$ cat src/cbd_pkg.sv
// ----------------------------------------------------------------------------
// Complex block decimator package
// Widths, register indexes, command codes and the result word type.
// ----------------------------------------------------------------------------
`default_nettype none

package cbd_pkg;

    localparam int MAX_FACTOR = 64;
    localparam int PH_W       = $clog2(MAX_FACTOR);
    localparam int FCT_W      = $clog2(MAX_FACTOR + 1);

    localparam int SAMP_W    = 16;
    localparam int COEF_W    = 18;
    localparam int CIDX_W    = 6;
    localparam int PROD_W    = SAMP_W + COEF_W;
    localparam int ACC_W     = 40;
    localparam int OUT_W     = 32;
    localparam int DECIM_W   = 7;
    localparam int SHIFT_W   = 6;
    localparam int SHIFT_MAX = 40;

    localparam int S_TDATA_W = 56;
    localparam int M_TDATA_W = 96;

    localparam int CFG_AW = 1;
    localparam int CFG_DW = 7;

    localparam int FIFO_DEPTH = 8;
    localparam int FIFO_AW    = $clog2(FIFO_DEPTH);
    localparam int FIFO_CW    = $clog2(FIFO_DEPTH + 1);

    typedef enum logic [CFG_AW-1:0] {
        REG_DECIM = 1'b0,
        REG_SHIFT = 1'b1
    } t_cfg_reg;

    typedef enum logic {
        CMD_SAMPLE = 1'b0,
        CMD_COEF   = 1'b1
    } t_cmd;

    typedef struct packed {
        logic             res;
        logic             term;
        logic             last;
        logic [OUT_W-1:0] index;
    } t_stage;

    typedef struct packed {
        logic             end_flag;
        logic [OUT_W-1:0] out_index;
        logic [OUT_W-1:0] out_q;
        logic [OUT_W-1:0] out_i;
    } t_result;

endpackage

`default_nettype wire

$ cat src/complex_block_decimator.sv
// ----------------------------------------------------------------------------
// Complex block decimator
// Weights blocks of complex samples by a coefficient table and sums each block.
// ----------------------------------------------------------------------------
// The block takes one word per clock while s_axis_tready is high and gives one
// result word per finished block or terminating sample. A sample passes a
// coefficient RAM read, a registered 16x18 multiply, the 40-bit accumulate and
// a shift-and-saturate stage before its result is pushed into the output queue.
// The single read port of the coefficient RAM, one entry per sample, sets the
// rate of one word per cycle. Results wait in an eight-word output queue;
// s_axis_tready stays high as long as the queue plus the results still in the
// pipeline leave room, so the input only stalls when the output side has been
// held off. Coefficients are loaded through command words (tuser high); the
// user must load them before samples are sent, as the block does not enforce
// this, and there is no clearing pass after reset.
`default_nettype none

module complex_block_decimator
    import cbd_pkg::*;
(
    input  wire logic                 i_clk,
    input  wire logic                 i_rst_n,
    // Configuration write port
    input  wire logic                 i_cfg_we,
    input  wire logic [CFG_AW-1:0]    i_cfg_addr,
    input  wire logic [CFG_DW-1:0]    i_cfg_wdata,
    // Input stream
    input  wire logic                 s_axis_tvalid,
    output logic                      s_axis_tready,
    // sample_i[15:0], sample_q[31:16], coef_index[37:32], coef_value[55:38]
    input  wire logic [S_TDATA_W-1:0] s_axis_tdata,
    // cmd
    input  wire logic                 s_axis_tuser,
    // terminating
    input  wire logic                 s_axis_tlast,
    // Output stream
    output logic                      m_axis_tvalid,
    input  wire logic                 m_axis_tready,
    // out_i[31:0], out_q[63:32], out_index[95:64]
    output logic      [M_TDATA_W-1:0] m_axis_tdata,
    // end_flag
    output logic                      m_axis_tlast
);

    // Configuration registers
    logic [DECIM_W-1:0] r_decim;
    logic [SHIFT_W-1:0] r_out_shift;

    always_ff @(posedge i_clk) begin
        if (!i_rst_n) begin
            r_decim     <= DECIM_W'(1);
            r_out_shift <= '0;
        end else if (i_cfg_we) begin
            case (t_cfg_reg'(i_cfg_addr))
                REG_DECIM: r_decim     <= i_cfg_wdata[DECIM_W-1:0];
                REG_SHIFT: r_out_shift <= i_cfg_wdata[SHIFT_W-1:0];
                default:   ;
            endcase
        end
    end

    // Input field unpacking
    logic signed [SAMP_W-1:0] w_in_i;
    logic signed [SAMP_W-1:0] w_in_q;
    logic        [CIDX_W-1:0] w_in_cidx;
    logic        [COEF_W-1:0] w_in_coef;
    logic                     w_acc;
    logic                     w_is_coef;
    logic                     w_is_term;
    logic                     w_is_samp;

    assign w_in_i    = s_axis_tdata[15:0];
    assign w_in_q    = s_axis_tdata[31:16];
    assign w_in_cidx = s_axis_tdata[37:32];
    assign w_in_coef = s_axis_tdata[55:38];

    assign w_acc     = s_axis_tvalid && s_axis_tready;
    assign w_is_coef = w_acc && (t_cmd'(s_axis_tuser) == CMD_COEF);
    assign w_is_term = w_acc && (t_cmd'(s_axis_tuser) == CMD_SAMPLE) && s_axis_tlast;
    assign w_is_samp = w_acc && (t_cmd'(s_axis_tuser) == CMD_SAMPLE) && !s_axis_tlast;

    // Block phase and output count live at the intake so the RAM address
    // is ready in the cycle a sample is taken.
    logic [PH_W-1:0]  r_phase;
    logic [PH_W-1:0]  n_phase;
    logic [OUT_W-1:0] r_out_count;
    logic [OUT_W-1:0] n_out_count;
    logic [FCT_W-1:0] w_factor;
    logic             w_last;

    always_comb begin
        if (r_decim == '0) begin
            w_factor = FCT_W'(1);
        end else if (32'(r_decim) > 32'(MAX_FACTOR)) begin
            w_factor = FCT_W'(MAX_FACTOR);
        end else begin
            w_factor = FCT_W'(r_decim);
        end
    end

    // A lowered factor can leave the phase beyond the block end: ">=" ends it.
    assign w_last = (FCT_W'(r_phase) + FCT_W'(1)) >= w_factor;

    always_comb begin
        n_phase     = r_phase;
        n_out_count = r_out_count;
        if (w_is_term) begin
            n_phase = '0;
        end else if (w_is_samp) begin
            if (w_last) begin
                n_phase     = '0;
                n_out_count = r_out_count + OUT_W'(1);
            end else begin
                n_phase = r_phase + PH_W'(1);
            end
        end
    end

    always_ff @(posedge i_clk) begin
        if (!i_rst_n) begin
            r_phase     <= '0;
            r_out_count <= '0;
        end else begin
            r_phase     <= n_phase;
            r_out_count <= n_out_count;
        end
    end

    // Coefficient table
    logic             w_coef_we;
    logic [COEF_W-1:0] w_coef_rd;

    assign w_coef_we = w_is_coef && (32'(w_in_cidx) < 32'(MAX_FACTOR));

    cbd_ram #(
        .WIDTH (COEF_W),
        .DEPTH (MAX_FACTOR)
    ) u_coef_ram (
        .i_clk   (i_clk),
        .i_we    (w_coef_we),
        .i_waddr (PH_W'(w_in_cidx)),
        .i_wdata (w_in_coef),
        .i_re    (w_is_samp),
        .i_raddr (r_phase),
        .o_rdata (w_coef_rd)
    );

    // Stage 1: coefficient arrives from the RAM
    logic                     r_s1_v;
    t_stage                   r_s1;
    logic signed [SAMP_W-1:0] r_s1_i;
    logic signed [SAMP_W-1:0] r_s1_q;

    always_ff @(posedge i_clk) begin
        if (!i_rst_n) begin
            r_s1_v <= 1'b0;
        end else begin
            r_s1_v <= w_is_samp || w_is_term;
        end
    end

    always_ff @(posedge i_clk) begin
        r_s1.term  <= w_is_term;
        r_s1.last  <= w_last;
        r_s1.res   <= w_is_term || (w_is_samp && w_last);
        r_s1.index <= r_out_count;
        r_s1_i     <= w_in_i;
        r_s1_q     <= w_in_q;
    end

    // Stage 2: products
    logic                     r_s2_v;
    t_stage                   r_s2;
    logic signed [SAMP_W-1:0] r_s2_i;
    logic signed [SAMP_W-1:0] r_s2_q;
    logic signed [PROD_W-1:0] r_s2_pi;
    logic signed [PROD_W-1:0] r_s2_pq;
    logic signed [COEF_W-1:0] w_coef_s;

    assign w_coef_s = w_coef_rd;

    always_ff @(posedge i_clk) begin
        if (!i_rst_n) begin
            r_s2_v <= 1'b0;
        end else begin
            r_s2_v <= r_s1_v;
        end
    end

    always_ff @(posedge i_clk) begin
        r_s2    <= r_s1;
        r_s2_i  <= r_s1_i;
        r_s2_q  <= r_s1_q;
        r_s2_pi <= r_s1_i * w_coef_s;
        r_s2_pq <= r_s1_q * w_coef_s;
    end

    // Stage 3: accumulate
    logic signed [ACC_W-1:0] r_acc_i;
    logic signed [ACC_W-1:0] r_acc_q;
    logic signed [ACC_W-1:0] w_sum_i;
    logic signed [ACC_W-1:0] w_sum_q;
    logic                    r_s3_v;
    t_stage                  r_s3;
    logic signed [ACC_W-1:0] r_s3_i;
    logic signed [ACC_W-1:0] r_s3_q;

    assign w_sum_i = r_acc_i + ACC_W'(r_s2_pi);
    assign w_sum_q = r_acc_q + ACC_W'(r_s2_pq);

    always_ff @(posedge i_clk) begin
        if (!i_rst_n) begin
            r_acc_i <= '0;
            r_acc_q <= '0;
            r_s3_v  <= 1'b0;
        end else begin
            r_s3_v <= r_s2_v;
            if (r_s2_v) begin
                if (r_s2.term || r_s2.last) begin
                    r_acc_i <= '0;
                    r_acc_q <= '0;
                end else begin
                    r_acc_i <= w_sum_i;
                    r_acc_q <= w_sum_q;
                end
            end
        end
    end

    always_ff @(posedge i_clk) begin
        r_s3 <= r_s2;
        if (r_s2.term) begin
            r_s3_i <= ACC_W'(r_s2_i);
            r_s3_q <= ACC_W'(r_s2_q);
        end else begin
            r_s3_i <= w_sum_i;
            r_s3_q <= w_sum_q;
        end
    end

    // Stage 4: shift, saturate and push into the output queue
    function automatic logic [OUT_W-1:0] shift_sat(
        input logic signed [ACC_W-1:0] acc,
        input logic [SHIFT_W-1:0]      sh
    );
        logic signed [ACC_W-1:0] v;
        logic [SHIFT_W-1:0]      s;
        logic [OUT_W-1:0]        r;
        s = (32'(sh) > SHIFT_MAX) ? SHIFT_W'(SHIFT_MAX) : sh;
        v = acc >>> s;
        if (v[ACC_W-1:OUT_W-1] == '0 || v[ACC_W-1:OUT_W-1] == '1) begin
            r = v[OUT_W-1:0];
        end else if (v[ACC_W-1]) begin
            r = {1'b1, {(OUT_W-1){1'b0}}};
        end else begin
            r = {1'b0, {(OUT_W-1){1'b1}}};
        end
        return r;
    endfunction

    t_result w_res;
    logic    w_push;

    always_comb begin
        w_res.end_flag  = r_s3.term;
        w_res.out_index = r_s3.index;
        if (r_s3.term) begin
            w_res.out_i = r_s3_i[OUT_W-1:0];
            w_res.out_q = r_s3_q[OUT_W-1:0];
        end else begin
            w_res.out_i = shift_sat(r_s3_i, r_out_shift);
            w_res.out_q = shift_sat(r_s3_q, r_out_shift);
        end
    end

    assign w_push = r_s3_v && r_s3.res;

    // Output queue
    t_result              r_fifo [FIFO_DEPTH];
    logic [FIFO_AW-1:0]   r_wr_ptr;
    logic [FIFO_AW-1:0]   r_rd_ptr;
    logic [FIFO_CW-1:0]   r_count;
    logic                 w_pop;
    logic [FIFO_CW+1-1:0] w_occupancy;
    t_result              w_head;

    assign w_pop = m_axis_tvalid && m_axis_tready;

    always_ff @(posedge i_clk) begin
        if (w_push) begin
            r_fifo[r_wr_ptr] <= w_res;
        end
    end

    always_ff @(posedge i_clk) begin
        if (!i_rst_n) begin
            r_wr_ptr <= '0;
            r_rd_ptr <= '0;
            r_count  <= '0;
        end else begin
            if (w_push) begin
                r_wr_ptr <= r_wr_ptr + FIFO_AW'(1);
            end
            if (w_pop) begin
                r_rd_ptr <= r_rd_ptr + FIFO_AW'(1);
            end
            r_count <= r_count + FIFO_CW'(w_push) - FIFO_CW'(w_pop);
        end
    end

    // Every result still in the pipeline has a queue slot reserved for it.
    assign w_occupancy = (FIFO_CW+1)'(r_count)
                       + (FIFO_CW+1)'(r_s1_v && r_s1.res)
                       + (FIFO_CW+1)'(r_s2_v && r_s2.res)
                       + (FIFO_CW+1)'(r_s3_v && r_s3.res);

    assign s_axis_tready = i_rst_n && (w_occupancy < (FIFO_CW+1)'(FIFO_DEPTH));

    assign w_head        = r_fifo[r_rd_ptr];
    assign m_axis_tvalid = (r_count != '0);
    assign m_axis_tdata  = {w_head.out_index, w_head.out_q, w_head.out_i};
    assign m_axis_tlast  = w_head.end_flag;

endmodule

`default_nettype wire

$ cat src/cbd_ram.sv
// ----------------------------------------------------------------------------
// Generic RAM
// One write port and one read port, read data registered.
// ----------------------------------------------------------------------------
`default_nettype none

module cbd_ram #(
    parameter int WIDTH = 18,
    parameter int DEPTH = 64
) (
    input  wire logic                     i_clk,
    input  wire logic                     i_we,
    input  wire logic [$clog2(DEPTH)-1:0] i_waddr,
    input  wire logic [WIDTH-1:0]         i_wdata,
    input  wire logic                     i_re,
    input  wire logic [$clog2(DEPTH)-1:0] i_raddr,
    output logic      [WIDTH-1:0]         o_rdata
);

    logic [WIDTH-1:0] r_mem [DEPTH];

    always_ff @(posedge i_clk) begin
        if (i_we) begin
            r_mem[i_waddr] <= i_wdata;
        end
        if (i_re) begin
            o_rdata <= r_mem[i_raddr];
        end
    end

endmodule

`default_nettype wire

$ cat config.mk
export PLATFORM = sky130hd
export DESIGN_NAME = complex_block_decimator
export DESIGN_NICKNAME = d
export VERILOG_FILES = /design/src/cbd_pkg.sv /design/src/complex_block_decimator.sv /design/src/cbd_ram.sv
export SDC_FILE = /design/constraint.sdc
export NUM_CORES = 2
export LEC_CHECK = 0
export BUFFER_PORTS_ARGS = -buffer_cell sky130_fd_sc_hd__buf_2
export CAP_MARGIN = 25
export CORE_UTILIZATION = 55
export CTS_CLUSTER_SIZE = 20
export DETAILED_ROUTE_END_ITERATION = 7
export PLACE_DENSITY_LB_ADDON = 0.2
export SYNTH_ARGS = -nofsm -noshare
export SYNTH_HDL_FRONTEND = slang
export SYNTH_SLANG_ARGS = --single-unit
$ cat constraint.sdc
create_clock -name i_clk -period 22.9 [get_ports i_clk]
set_input_delay 2.29 -clock i_clk [delete_from_list [all_inputs] [get_ports i_clk]]
set_output_delay 2.29 -clock i_clk [all_outputs]
set_load 0.02 [all_outputs]
* Yosys cells after proc, flatten, opt, wreduce, memory -nomap -nowiden
Memory sizes are Yosys's and may differ from the RTL's. A register that Yosys moved wholly into a read port is not among the register bits.
Cells that the tools add are included.
** Storage, ports and cells
- Flip-flop bits (word level) :: 460
- Bits in latches :: 0
- RAM bits :: 1928
- Memory bits (read-only) :: 0
- Input bits :: 71
- Memories kept :: 2
** Memory list
- u_coef_ram.r_mem :: words 64, width 18, rd ports 1, clocked after memory_dff 1, wr ports 1, line cbd_ram.sv:20 : logic [WIDTH-1:0] r_mem [DEPTH];
- r_fifo :: words 8, width 97, rd ports 1, clocked after memory_dff 1, wr ports 1, line complex_block_decimator.sv:279 : t_result r_fifo [FIFO_DEPTH];
** Cells by class
- Add/subtract/negate cells :: 12
- Multiply operators :: 2
- Divide/modulo/power cells :: 0
- Magnitude comparators :: 4
- Eq/ne operators :: 2
- Shift operators :: 2
- Muxes and demuxes :: 19
- Bitwise gates (word level) :: 4
- Reductions and logical operators :: 25
** Operators with widths (count)
- two-way mux 40 bit :: 4
- two-way mux 32 bit :: 4
- adder 40 x 34 -> 40 bit :: 2
- >>> shifter 40 x 6 -> 40 bit :: 2
- multiplier 16 x 18 -> 34 bit :: 2
- two-way mux 64 bit :: 1
- adder 32 x 1 -> 32 bit, second input constant :: 1
- equality test 9 bit, second input constant :: 2
- logical NOT 9 bit :: 2
- two-way mux 7 bit :: 2
- two-way mux 6 bit :: 2
- logical AND 1 bit :: 11
- adder 5 x 1 -> 5 bit :: 2
- adder 6 x 1 -> 7 bit, second input constant :: 1
- greater-or-equal comparator 7 bit :: 1
- greater-than comparator 7 bit, second input constant :: 1
- logical NOT 7 bit :: 1
- adder 3 x 1 -> 3 bit, second input constant :: 2
- adder 6 x 1 -> 6 bit, second input constant :: 1
- greater-than comparator 6 bit, second input constant :: 1
- two-way mux 3 bit :: 2
- adder 4 x 1 -> 5 bit :: 1
- logical OR 1 bit :: 5
- < comparator 5 x 4 -> 1 bit, second input constant :: 1
- other kinds (9) :: 16

* Longest topological paths before layout
- Depth after elaboration :: 11
- Gate-level depth with buffers :: 25

* Cells and area by module
A second synthesis with hierarchy kept.
** Unflattened totals
- Cells, all modules :: 7978
- Area, all modules :: 117818.0 um^2
** Modules (own cells, without submodules)
- complex_block_decimator :: times used 1, cells each 6021, area each 73016.3 um^2, seq. area each 32571.2 um^2
- cbd_ram :: times used 1, cells each 1957, area each 44801.7 um^2, seq. area each 35133.7 um^2

* Worst setup path after synthesis
No wires, ideal clock.
- Path kind :: reg-to-reg
- Start point :: register r_wr_ptr[2]
- End point :: memory r_fifo[0][0] in the netlist's numbering (enable)
- Library setup time :: 791 ps
- Data arrival time :: 9674 ps
- Required time :: 22109 ps
- Slack :: 12435 ps
- Stages on the path, launching flop included :: 2
- Buffers on the path :: 0
- Cells stage by stage :: dfxtp_1 -> nor4_1
** RTL lines
- start, declared :: line complex_block_decimator.sv:280 : logic [FIFO_AW-1:0] r_wr_ptr;
- start signal, assigned :: line complex_block_decimator.sv:302 : r_wr_ptr <= r_wr_ptr + FIFO_AW'(1);
- end, declared :: line complex_block_decimator.sv:279
Straight into the memory's write port.

* Worst setup path after layout
- Start point :: register r_s1_q[5]
- End point :: register r_s2_pq[33]
** On the way
- Cells in the longest elaborated chain, start to end :: 1
** Ends and longest elaborated chain
- start, declared :: line complex_block_decimator.sv:152 : logic signed [SAMP_W-1:0] r_s1_q;
- start signal, assigned :: line complex_block_decimator.sv:168 : r_s1_q <= w_in_q;
- multiplier 16 x 18 -> 34 bit :: line complex_block_decimator.sv:195 : r_s2_pq <= r_s1_q * w_coef_s;
- end signal, assigned :: line complex_block_decimator.sv:195
- end, declared :: line complex_block_decimator.sv:177 : logic signed [PROD_W-1:0] r_s2_pq;
Every way passes these cells.
A chain may end at the register's enable or synchronous reset.

==> flow_summary.yaml <==
status:
  status: "complete, no violations"
synth:
  yosysMostFrequentCell: "edfxtp_1"
  synth_area_sq_um: 117000
  syn_area_per_cell_sq_um: 15.2
  yosysTopAreaCell: "edfxtp_1"
  synth_common_cells: "1946 x edfxtp_1, 676 x inv_1, 584 x fa_1"
  synth_edf_count: 1946
  synthTopCellsByArea: "edfxtp_1 50%, mux4_2 11%, fa_1 10%"
  syn-num-nets: 8605
  yosysUniqueCellTypes: 80
  synth_compound_area_frac: 0.0438
  synth-xor-area-share: 0.0131
  yosys_register_bits: 2409
  synth_top_family_by_area: "multiplexers"
  synthArstFlopShare: 0
  synth_top_area_frac: 0.500
  synth-simple-area-share: 0.0581
  yosys_warnings: 0
  synth_fa_ha_area_frac: 0.129
  synth_ff_type: "edfxtp_1"
  synth.area.mux_share: 0.142
  postSynthCellCount: 7682
  yosysSeqAreaShare: 0.580
timing:
  fin_crit_ns: 7.33
  fin_tns_setup_ns: 0
  rsz0062_at_grt: "false"
  finalWorstSetupSlack_ns: 15.57
  slew-limit-headroom: 0.240
  setup_violations: 0
  finalCritPeriodShare: 0.320
  fmax_mhz: 136
  hold_viol: 0
  finClkSkew_ns: 0.0994
  drv_slew: 0
  worstMarginPinSlew_ns: 1.14
drt:
  wl_per_cell_um: 25.6
  viasPerCell: 5.99
  vias: 65200
  post-route-drc-count: 0
  wl_um: 278000
  drtAntennaViolNets: 0
  dr.pass1.iters: 6
  drt-initial-drc-count: 5656
floorplan:
  initial_core_util: 0.556
  ioPinCount: 170
  dieWidth_um: 463
  dieArea_sq_um: 214000
  core_region_area_sq_um: 210000
  die-height_um: 463
  fp-row-count: 168
cts:
  post-cts-setup-buffer-count: 0
  cts_tree: "built"
  hold_buffers: 0
  clockBufferDepth: 3
  clockRootBuffer: "clkbuf_16"
  worstSkewPairLatency_ns: 0.93
  h-tree-depth: 4
  post_cts_resized: 0
  clk_pin_slew_worst_paths_ns: 0.06
  clock-sinks: 2409
  cts_made_buffers: 233
setup_path:
  cp.arrival_ns: 8.04
  worst_r2r_path_depth: 22
  crit_required_ns: 23.62
  crit_path_end_kind: "flop"
  crit_fanout: 19
  path_class: "flop to flop"
  crit_path_start_kind: "flop"
global_route:
  grt_pass1_vias: 67500
  grt_pass1_wl_um: 422000
  grt_antenna_before_repair: 19
  gr-total-overflow: 0
  grt_usage: 0.262
  grt_max_degree: 161
pwr:
  p_comb_frac: 0.410
  switching_share: 0.361
  p_leak_nw: 47.8
  peakVddDrop_mv: 0.216
  sequentialPowerShare: 0.341
  power.share.clock: 0.249
  p_switching_w: 0.00568
  internal-power_w: 0.0101
  power_density_nw_per_um2: 121
place:
  io_buffers: 169
  place_inst: 10400
  place.gp.congestion: 0.911
  dp_hpwl_um: 178000
  place_ws_ns: 15.72
run:
  maxCapViolCount: 0
cells_and_area:
  fillCellCount: 15400
  synthToLayoutAreaGrowth_pct: 10.9
  nets: 8783
  final_cells: 10900
  final_layout_size_suffix_gt1_frac: 0.182
min_path:
  hold_depth: 0
  hold_path.class: "flop to flop"
[area by class of cell]
cell class,count,area (sq um),area share
Antenna cell,8,20.0,0.000155
Inverter,679,2550,0.0197
Clock buffer,317,6470,0.0499
Clock inverter,126,1510,0.0116
Multi-Input combinational cell,4210,45300,0.349
Timing Repair Buffer,327,2470,0.0191
Tap cell,2805,3510,0.0271
Sequential cell,2409,67700,0.523
[path summary, 6_finish.rpt]
kind,from,end,slack (ns)
max reg2reg,r_s1_q[5],r_s2_pq[33],15.57
min,r_s1[28],r_s2[28],0.31
min reg2reg,r_s1[28],r_s2[28],0.31
max,r_s1_q[5],r_s2_pq[33],15.57
[logic make-up after synthesis]
family,Yosys count
compound gates,829
xor+xnor,174
fa+ha+maj,852
buf+inv,1063
flops,2409
mux,913
simple gates,1442
[registers in the layout, summed over array words and instances (netlist names), 35 cells and up, named ones only]
register          count
r_s3_i               40
r_s1                 35
r_s2                 35
r_s3_q               40
r_fifo              776
r_acc_i              40
u_coef_ram.r_mem   1152
r_acc_q              40
[metal layers]
| metal | vias to the layer above | GRT usage | wire length (um) |
|---|---|---|---|
| met5 | - | 0 | 100 |
| met3 | 468 | 0.0418 | 19500 |
| met2 | 2356 | 0.426 | 134000 |
| li1 | 28400 | - | - |
| met1 | 34000 | 0.365 | 115000 |
| met4 | 16 | 0.0857 | 9030 |
[power groups by stage]
stage	combinational, W	clock, W	sequential (W)
floorplan	0.00481	0	0.00527
global placement	0.00630	0	0.00546
detailed placement	0.00638	0	0.00546
CTS	0.00642	0.00399	0.00537
global route	0.00720	0.00415	0.00538
finish	0.00644	0.00392	0.00537
[stage by stage]
step                area (sq um)  hold WS, ns   util  power, W
CTS                       129000        0.307  0.614    0.0158
finish                    130000        0.312  0.616    0.0157
global placement          121000        0.312  0.575    0.0118
detailed placement        121000        0.312  0.576    0.0118
global route              130000        0.308  0.616    0.0167
floorplan                 117000        0.310      -    0.0101
[critical path, stage by stage (launching register included)]
cell and delay [ns]:
dfxtp_1 0.90, and2_1 0.27, fa_1 0.42, inv_1 0.08
fa_1 0.43, fa_1 0.55, inv_1 0.07, fa_1 0.48
fa_1 0.49, inv_1 0.05, fa_1 0.47, inv_1 0.04
ha_1 0.34, nand2_1 0.08, o21ai_0 0.34, a2111oi_0 0.12
o21ai_0 0.52, a21oi_1 0.27, o31ai_1 0.67, a211oi_1 0.17
o21bai_1 0.17, a21oi_1 0.09, xnor2_1 0.12
[cells in the final DEF (no fill, tap or decap), types with 169 or more instances in the layout]
cell,netlist,routed
o21ai_0,222,222
buf_2,18,169
nor2_1,338,294
mux2i_1,208,208
mux4_2,580,580
clkbuf_16,0,239
fa_1,584,584
inv_1,676,675
ha_1,268,268
and2_1,294,294
nand2_1,522,519
dfxtp_1,463,451
edfxtp_1,1946,1946
a21oi_1,269,268
(Power assumes the default switching activity.)
